--- config.mk ---
export PLATFORM = sky130hd
export DESIGN_NAME = preemptive_priority_scheduler
export DESIGN_NICKNAME = d
export VERILOG_FILES = /design/src/pps_pkg.sv /design/src/pps_store.sv /design/src/preemptive_priority_scheduler.sv
export SDC_FILE = /design/constraint.sdc
export NUM_CORES = 2
export LEC_CHECK = 0
export BUFFER_PORTS_ARGS = -buffer_cell sky130_fd_sc_hd__buf_2
export CORE_MARGIN = 2
export CORE_UTILIZATION = 40
export CTS_CLUSTER_DIAMETER = 30
export DETAILED_ROUTE_END_ITERATION = 10
export PLACE_DENSITY = 0.56
export SYNTH_ARGS = -nofsm -noshare
export SYNTH_HDL_FRONTEND = slang
export SYNTH_SLANG_ARGS = --single-unit
--- constraint.sdc ---
create_clock -name clk -period 20.4 [get_ports clk]
set_clock_uncertainty 0.15 [all_clocks]
set_input_delay 1.02 -clock clk [delete_from_list [all_inputs] [get_ports clk]]
set_output_delay 1.02 -clock clk [all_outputs]
set_load 0.02 [all_outputs]
--- src/pps_pkg.sv ---
// Package for the preemptive priority scheduler.
// Holds sizes, the waiting-entry type, the store write request type and the ranking function.
// No dependencies.
package pps_pkg;

	localparam int QUEUE_DEPTH = 16;
	localparam int IDX_W = (QUEUE_DEPTH > 1) ? $clog2(QUEUE_DEPTH) : 1;
	localparam int CNT_W = $clog2(QUEUE_DEPTH + 1);

	typedef struct packed {
		logic [15:0] id;
		logic [7:0]  prio;
		logic [15:0] left;
	} entry_t;

	typedef struct packed {
		logic             en;
		logic [IDX_W-1:0] addr;
		entry_t           data;
	} wr_req_t;

	// True when a is served before b: higher priority, then lower id, then less time left.
	function automatic logic ranks_above(entry_t a, entry_t b);
		logic [39:0] ra;
		logic [39:0] rb;
		ra = {a.prio, ~a.id, ~a.left};
		rb = {b.prio, ~b.id, ~b.left};
		return ra > rb;
	endfunction

endpackage

--- src/pps_store.sv ---
// Waiting-job store of the scheduler: one write port, one registered read port.
// Depends on pps_pkg.
module pps_store (
	input  logic                       clk,
	input  pps_pkg::wr_req_t           wr,
	input  logic [pps_pkg::IDX_W-1:0]  rd_addr,
	output pps_pkg::entry_t            rd_data
);

	pps_pkg::entry_t mem [pps_pkg::QUEUE_DEPTH];

	always_ff @(posedge clk) begin
		if (wr.en) begin
			mem[wr.addr] <= wr.data;
		end
	end

	always_ff @(posedge clk) begin
		rd_data <= mem[rd_addr];
	end

endmodule

--- src/preemptive_priority_scheduler.sv ---
// Top level of the preemptive priority scheduler.
// Depends on pps_pkg and pps_store.
//
// Jobs arrive as input transactions in arrival order. Before an arrival is taken
// in, every job finishing at or before it is retired and one output transaction
// is sent per completion; tlast marks the final completion caused by an input.
// The block takes one input at a time. For every retired job that has waiting
// successors it makes one pass over the waiting store, in which a single
// comparator scans the store one entry per cycle to find the next job. A marked
// last input drains all jobs.
module preemptive_priority_scheduler (
	input  logic        clk,
	input  logic        arst_n,
	input  logic        s_tvalid,
	output logic        s_tready,
	input  logic [71:0] s_tdata,  // job_id[15:0], arrival_time[47:16], run_time[63:48], priority_req[71:64]
	input  logic        s_tlast,  // is_last
	output logic        m_tvalid,
	input  logic        m_tready,
	output logic [47:0] m_tdata,  // done_id[15:0], finish_time[47:16]
	output logic        m_tlast,  // last_of_run
	output logic        m_tuser   // overflow_seen
);

	typedef enum logic [7:0] {
		ST_IDLE   = 8'b0000_0001,
		ST_CHECK  = 8'b0000_0010,
		ST_ARRIVE = 8'b0000_0100,
		ST_DRAIN  = 8'b0000_1000,
		ST_SCAN   = 8'b0001_0000,
		ST_TAIL   = 8'b0010_0000,
		ST_MOVE   = 8'b0100_0000,
		ST_FINISH = 8'b1000_0000
	} state_t;

	state_t state_q;

	logic [15:0] in_id_q;
	logic [31:0] in_arr_q;
	logic [15:0] in_rt_q;
	logic [7:0]  in_pr_q;
	logic        in_last_q;

	logic        run_v_q;
	logic [15:0] run_id_q;
	logic [7:0]  run_pr_q;
	logic [15:0] run_left_q;
	logic [31:0] run_start_q;
	logic        sfi_q;
	logic [pps_pkg::CNT_W-1:0] count_q;
	logic        dropped_q;
	logic        drain_q;

	logic [pps_pkg::IDX_W-1:0] scan_i_q;
	logic        rd_v_s1;
	logic [pps_pkg::IDX_W-1:0] rd_idx_s1;
	logic        best_v_q;
	logic [pps_pkg::IDX_W-1:0] best_idx_q;
	pps_pkg::entry_t best_q;
	pps_pkg::entry_t last_q;
	logic [31:0] at_q;

	logic        pend_v_q;
	logic [15:0] pend_id_q;
	logic [31:0] pend_fin_q;

	logic        out_v_q;
	logic [15:0] out_id_q;
	logic [31:0] out_fin_q;
	logic        out_last_q;
	logic        out_ovf_q;

	pps_pkg::wr_req_t wr;
	logic [pps_pkg::IDX_W-1:0] rd_addr;
	pps_pkg::entry_t rd_data;

	pps_store u_store (
		.clk     (clk),
		.wr      (wr),
		.rd_addr (rd_addr),
		.rd_data (rd_data)
	);

	logic [32:0] fin_sum;
	logic [31:0] fin;
	logic [31:0] t_eff;
	logic [31:0] elapsed;
	logic [15:0] rem;
	logic        win;
	logic        full;
	logic        out_free;
	logic        can_prod;
	logic        take;
	logic        out_load;

	always_comb begin
		fin_sum  = {1'b0, run_start_q} + {17'd0, run_left_q};
		fin      = fin_sum[32] ? 32'hFFFF_FFFF : fin_sum[31:0];
		t_eff    = (in_arr_q > run_start_q) ? in_arr_q : run_start_q;
		elapsed  = t_eff - run_start_q;
		rem      = run_left_q - elapsed[15:0];
		win      = (in_pr_q > run_pr_q) ||
			(sfi_q && (run_start_q == t_eff) && (in_pr_q == run_pr_q) && (in_id_q < run_id_q));
		full     = (count_q >= pps_pkg::CNT_W'(pps_pkg::QUEUE_DEPTH));
		out_free = !out_v_q || m_tready;
		can_prod = !pend_v_q || out_free;
		take     = !best_v_q || pps_pkg::ranks_above(rd_data, best_q);
		rd_addr  = (state_q == ST_SCAN) ? scan_i_q : best_idx_q;
		// The output register is loaded when a held completion moves out.
		out_load = (((state_q == ST_CHECK) || (state_q == ST_DRAIN)) && run_v_q &&
			((state_q == ST_DRAIN) || (fin <= in_arr_q)) && can_prod && pend_v_q) ||
			((state_q == ST_FINISH) && pend_v_q && out_free);
	end

	// Store writes: parking an entry on arrival, or moving the last entry into the freed slot.
	always_comb begin
		wr.en   = 1'b0;
		wr.addr = count_q[pps_pkg::IDX_W-1:0];
		wr.data = '{id: in_id_q, prio: in_pr_q, left: in_rt_q};
		unique case (state_q)
			ST_ARRIVE: begin
				if (run_v_q && !full) begin
					wr.en = 1'b1;
					if (win) begin
						wr.data = '{id: run_id_q, prio: run_pr_q, left: rem};
					end
				end
			end
			ST_MOVE: begin
				wr.en   = 1'b1;
				wr.addr = best_idx_q;
				wr.data = last_q;
			end
			default: begin
				wr.en = 1'b0;
			end
		endcase
	end

	assign s_tready = (state_q == ST_IDLE);
	assign m_tvalid = out_v_q;
	assign m_tdata  = {out_fin_q, out_id_q};
	assign m_tlast  = out_last_q;
	assign m_tuser  = out_ovf_q;

	always_ff @(posedge clk) begin
		if (state_q == ST_SCAN) begin
			rd_idx_s1 <= scan_i_q;
		end
	end

	always_ff @(posedge clk or negedge arst_n) begin
		if (!arst_n) begin
			state_q     <= ST_IDLE;
			run_v_q     <= 1'b0;
			run_id_q    <= '0;
			run_pr_q    <= '0;
			run_left_q  <= '0;
			run_start_q <= '0;
			sfi_q       <= 1'b0;
			count_q     <= '0;
			dropped_q   <= 1'b0;
			drain_q     <= 1'b0;
			scan_i_q    <= '0;
			rd_v_s1     <= 1'b0;
			best_v_q    <= 1'b0;
			best_idx_q  <= '0;
			pend_v_q    <= 1'b0;
			out_v_q     <= 1'b0;
			in_id_q     <= '0;
			in_arr_q    <= '0;
			in_rt_q     <= '0;
			in_pr_q     <= '0;
			in_last_q   <= 1'b0;
			best_q      <= '0;
			last_q      <= '0;
			at_q        <= '0;
			pend_id_q   <= '0;
			pend_fin_q  <= '0;
			out_id_q    <= '0;
			out_fin_q   <= '0;
			out_last_q  <= 1'b0;
			out_ovf_q   <= 1'b0;
		end else begin
			if (out_load) begin
				out_v_q <= 1'b1;
			end else if (m_tready) begin
				out_v_q <= 1'b0;
			end
			rd_v_s1 <= (state_q == ST_SCAN);
			unique case (state_q)
				ST_IDLE: begin
					if (s_tvalid) begin
						in_id_q   <= s_tdata[15:0];
						in_arr_q  <= s_tdata[47:16];
						in_rt_q   <= s_tdata[63:48];
						in_pr_q   <= s_tdata[71:64];
						in_last_q <= s_tlast;
						drain_q   <= 1'b0;
						state_q   <= ST_CHECK;
					end
				end
				ST_CHECK, ST_DRAIN: begin
					if (run_v_q && (state_q == ST_DRAIN || fin <= in_arr_q)) begin
						// Retire the running job; the held completion moves to the output.
						if (can_prod) begin
							if (pend_v_q) begin
								out_id_q   <= pend_id_q;
								out_fin_q  <= pend_fin_q;
								out_last_q <= 1'b0;
								out_ovf_q  <= dropped_q;
							end
							pend_v_q   <= 1'b1;
							pend_id_q  <= run_id_q;
							pend_fin_q <= fin;
							at_q       <= fin;
							if (count_q == '0) begin
								run_v_q <= 1'b0;
								sfi_q   <= 1'b0;
							end else begin
								scan_i_q <= '0;
								best_v_q <= 1'b0;
								state_q  <= ST_SCAN;
							end
						end
					end else if (state_q == ST_CHECK) begin
						state_q <= ST_ARRIVE;
					end else begin
						state_q <= ST_FINISH;
					end
				end
				ST_ARRIVE: begin
					if (!run_v_q) begin
						run_v_q     <= 1'b1;
						run_id_q    <= in_id_q;
						run_pr_q    <= in_pr_q;
						run_left_q  <= in_rt_q;
						run_start_q <= in_arr_q;
						sfi_q       <= 1'b1;
					end else if (full) begin
						dropped_q <= 1'b1;
					end else begin
						count_q <= count_q + 1'b1;
						if (win) begin
							run_id_q    <= in_id_q;
							run_pr_q    <= in_pr_q;
							run_left_q  <= in_rt_q;
							run_start_q <= t_eff;
							sfi_q       <= 1'b1;
						end
					end
					drain_q <= in_last_q;
					state_q <= in_last_q ? ST_DRAIN : ST_FINISH;
				end
				ST_SCAN: begin
					if (rd_v_s1 && take) begin
						best_v_q   <= 1'b1;
						best_q     <= rd_data;
						best_idx_q <= rd_idx_s1;
					end
					if ({1'b0, scan_i_q} == pps_pkg::CNT_W'(count_q - 1'b1)) begin
						state_q <= ST_TAIL;
					end else begin
						scan_i_q <= scan_i_q + 1'b1;
					end
				end
				ST_TAIL: begin
					// The last store entry arrives now; it refills the slot of the chosen job.
					last_q <= rd_data;
					if (take) begin
						best_v_q   <= 1'b1;
						best_q     <= rd_data;
						best_idx_q <= rd_idx_s1;
					end
					state_q <= ST_MOVE;
				end
				ST_MOVE: begin
					count_q     <= count_q - 1'b1;
					run_v_q     <= 1'b1;
					run_id_q    <= best_q.id;
					run_pr_q    <= best_q.prio;
					run_left_q  <= best_q.left;
					run_start_q <= at_q;
					sfi_q       <= 1'b0;
					state_q     <= drain_q ? ST_DRAIN : ST_CHECK;
				end
				ST_FINISH: begin
					if (!pend_v_q) begin
						state_q <= ST_IDLE;
					end else if (out_free) begin
						out_id_q   <= pend_id_q;
						out_fin_q  <= pend_fin_q;
						out_last_q <= 1'b1;
						out_ovf_q  <= dropped_q;
						pend_v_q   <= 1'b0;
						state_q    <= ST_IDLE;
					end
				end
				default: begin
					state_q <= ST_IDLE;
				end
			endcase
		end
	end

endmodule

==> metrics.csv <==
metric;value;unit
status;finished clean;
CTS root buf;clkbuf_16;
FILL cells;10669;
io pins;129;
logic gate share of total power;26.2;%
1st-iter DRT viols;3593;
# setup viols final;0;
actual transition at the worst max-transition pin;1.23;ns
max-cap violation count;0;
vias per cell;5.66;
H-tree depth;4;
initial antenna violation count;11;
crit path cell chain;ha_1 -> fa_1 -> a211oi_1 -> nor2_1 -> o2111ai_1 -> a41oi_1 -> o41ai_2 -> nor2_1 -> nand2_1 -> nand2_1 -> ha_1 -> and4_1 -> a221o_1 -> a221o_1 -> a211o_1 -> o21ai_2 -> a21oi_1 -> nor2_4 -> buf_4 -> mux2_2;
Critical Setup Path Class;register to register;
multi-input logic area;0.0176;mm^2
switching share of total power;34.0;%
Hold Path Class;primary input to async pin;
first-pass GRT wire length;220;mm
cell accounting for the most synthesized area;edfxtp_1;
via count;34897;
drt drc;0;
die area;0.123;mm^2
fraction of registers with async set/reset;34.0;%
peak supply drop;0.000150;V
wirelength, routed;148;mm
Nets;4623;
postcts setup bufs;0;
Area growth syn-to-layout;20.4;%
max frequency;130;MHz
sequential power share;33.5;%
Final Util;48.3;%
CP peak stage delay;0.73;ns
Hold WS;0.0562;ns
syn_nets;4498;
Routed Antenna Nets;0;
IO buf count;128;
Startpoint Class;register;
CP delay by family, top;compound AO/OA/AOI/OAI gates;
vias in the first global route;33893;
Seq cells post-synth;1036;
post-synthesis cell count;4242;
unrepaired setup endpoints after global routing;false;
Register Area;0.0290;mm^2
CTS resizes;0;
pin count of the biggest net entering global routing;189;
share of total power in the clock network;40.3;%
Crit path required time;20.91;ns
Synth Cell Area;0.0480;mm^2
clk_lat worst skew;0.83;ns
CTS tree;yes;
overflow left after global routing;0;
Yosys warnings;0;
die height;350;um
ys flop type;edfxtp_1;
ANT cells;0;
Max Slew Vio Count;0;
Worst slew margin;16.5;%
post-DP HPWL;83.0;mm
layout cells sized above 1;16.8;%
share of the synthesized area in the top cell type;40.3;%
CP Max Fanout;49;
ranking of synthesized cells by area;edfxtp_1 (40%), dfrtp_1 (18%), nand2_1 (6.9%);
die width;350;um
CTS sink count;1036;
Final period util;37.6;%
post-synthesis average cell area;11.3;um^2
worst endpoint data arrival time;8.18;ns
setup tns final;0;ns
Clk pin slew, worst setup/hold paths;0.05;ns
final hold violation count;0;
RePlAce Congestion;0.894;
leakage;0.0235;uW
register area share after synthesis;60.3;%
Pwr Total;8860;uW
Initial Utilization;40.2;%
Critical Path End Type;register;
Power Dens Cells;153;mW/mm^2
Int Power;5850;uW
Critical path buffers and inverters;1;
Core ar.;0.119;mm^2
number of flops mapped to enable cells by yosys;644;
aggregate global-route resource usage;23.9;%
WL/cell;24.0;um
CTS Hold Buffers Added;0;
CTS max path bufs;3;
library cells used by synthesis;80;
CTS Buf Count;208;
Initial DRT Pass Iterations;5;
# rows;127;
Slowest-stage cell, CP;o41ai_2;
min Tclk post-route;7.67;ns
net switching power;3010;uW
==> placed cells by master, fill, tap and decap left out, drive strengths merged, types with 9 or more instances in the layout <==
master,Yosys,final
xnor2,44,44
clkinv,1,64
edfxtp,644,644
dfxtp,40,40
nand2b,11,11
fa,9,9
bufinv,0,32
nand2,879,879
clkbuf,207,270
buf,58,180
ha,170,170
nor3,155,155
nor4,15,15
nor2,134,134
nand4,36,36
nand3,112,112
inv,154,170
a31oi,89,89
xor2,38,38
o211ai,9,9
a22oi,37,37
and3,130,130
mux2,193,193
a311oi,113,113
a21oi,196,196
a211oi,146,146
a21o,41,41
o21ai,115,115
nor2b,10,10
clkinvlp,0,14
dfrtp,351,351
==> area by class of cell <==
cell class                 count  area share, %
multi-input combinational   2786           30.5
timing repair buffer         180           1.87
inverter                     155           1.01
tap                         1612           3.49
sequential                  1036           50.1
clock inverter               125           3.08
clock buffer                 270           9.91
==> final timing paths <==
path                                          start           end  slack (ns)  depth (start not counted)
worst min-delay path                         arst_n       m_tuser        0.06                          1
min in group clk                        s_tdata[69]    in_pr_q[5]        0.28                          2
max in group asynchronous                    arst_n   in_arr_q[2]       18.54                          2
worst max-delay path                  run_left_q[0]  out_fin_q[9]       12.73                         20
worst min register to register  u_store.rd_data[21]    last_q[21]        0.30                          2
worst max register to register        run_left_q[0]  out_fin_q[9]       12.73                         20
==> kinds of logic (layout without fill, tap and decap cells) <==
| family | count (synthesis) | count (layout) | share of synthesized area, % |
|---|---|---|---|
| DFF | 1036 | 1036 | 60.3 |
| xor gates and xnor gates | 82 | 82 | 1.50 |
| and+or+nand+nor | 1521 | 1521 | 14.0 |
| adders and majority gates | 179 | 179 | 4.81 |
| buffers and inverters | 420 | 730 | 3.51 |
| AOI/OAI and AO/OA | 807 | 807 | 11.3 |
| muxes | 197 | 197 | 4.61 |
==> metrics by stage <==
step,cells,setup WS (ns),cell area (um^2)
after floorplan,4242,13.76,48000
after global placement,5769,12.85,50300
after detailed placement,5769,12.80,50300
after CTS,6164,12.73,57800
after global routing,6164,12.27,57800
final,6164,12.73,57800
==> synth_stat cells, types with 4 or more instances <==
library cell,instances
ha_1,170
and3_1,130
mux2_2,188
buf_2,31
a221o_1,4
clkbuf_1,207
nor3b_1,6
and4_1,4
a2111oi_0,5
nand4_1,36
dfxtp_1,40
a211oi_1,145
fa_1,9
o21ai_0,114
mux2_1,5
mux2i_1,4
nand2_1,879
a311oi_1,113
a21oi_1,196
o211ai_1,9
or2_2,5
nor2_1,133
dfrtp_1,351
nand3b_1,5
nor3_1,155
o21a_1,6
nand2b_1,11
a22oi_1,35
nor4_1,15
buf_1,15
buf_6,7
a21o_1,41
inv_1,154
buf_4,5
and2_1,4
a31oi_1,89
nand3_1,112
or3_1,6
xor2_1,38
o31ai_1,5
a22o_1,4
xnor2_1,44
edfxtp_1,644
nor2b_1,9
==> routing by layer <==
metal,vias up,share of wire (%),GRT usage (%)
met5,-,0.021,0
met4,6,2.9,8.50
met3,252,7.2,4.07
met2,1431,47,38.5
met1,17378,43,32.7
li1,15830,-,-
==> worst reg2reg max path, stage by stage (launching register included) <==
cell	delay, ns
dfrtp_1	0.41
ha_1	0.25
fa_1	0.43
a211oi_1	0.27
nor2_1	0.14
o2111ai_1	0.29
a41oi_1	0.30
o41ai_2	0.73
nor2_1	0.19
nand2_1	0.72
nand2_1	0.23
ha_1	0.35
and4_1	0.24
a221o_1	0.37
a221o_1	0.42
a211o_1	0.39
o21ai_2	0.30
a21oi_1	0.19
nor2_4	0.14
buf_4	0.54
mux2_2	0.48
==> power groups by stage <==
stage | Sequential [uW] | Combinational (uW) | Clock, uW
after floorplan | 2880 | 1560 | 0
after global placement | 2990 | 2270 | 0
after detailed placement | 2990 | 2270 | 0
after CTS | 2960 | 2300 | 3600
after global routing | 2990 | 2540 | 3710
final | 2960 | 2320 | 3570
==> flip-flops by register name (all words and copies together) (netlist names), 5 cells and up <==
register,count
u_store.mem,640
best_q,40
last_q,40
u_store.rd_data,40
in_arr_q,32
out_fin_q,32
pend_fin_q,32
run_start_q,32
in_id_q,16
in_rt_q,16
out_id_q,16
pend_id_q,16
run_id_q,16
run_left_q,16
in_pr_q,8
run_pr_q,8
state_q,8
count_q,5
(Power assumes the default switching activity.)
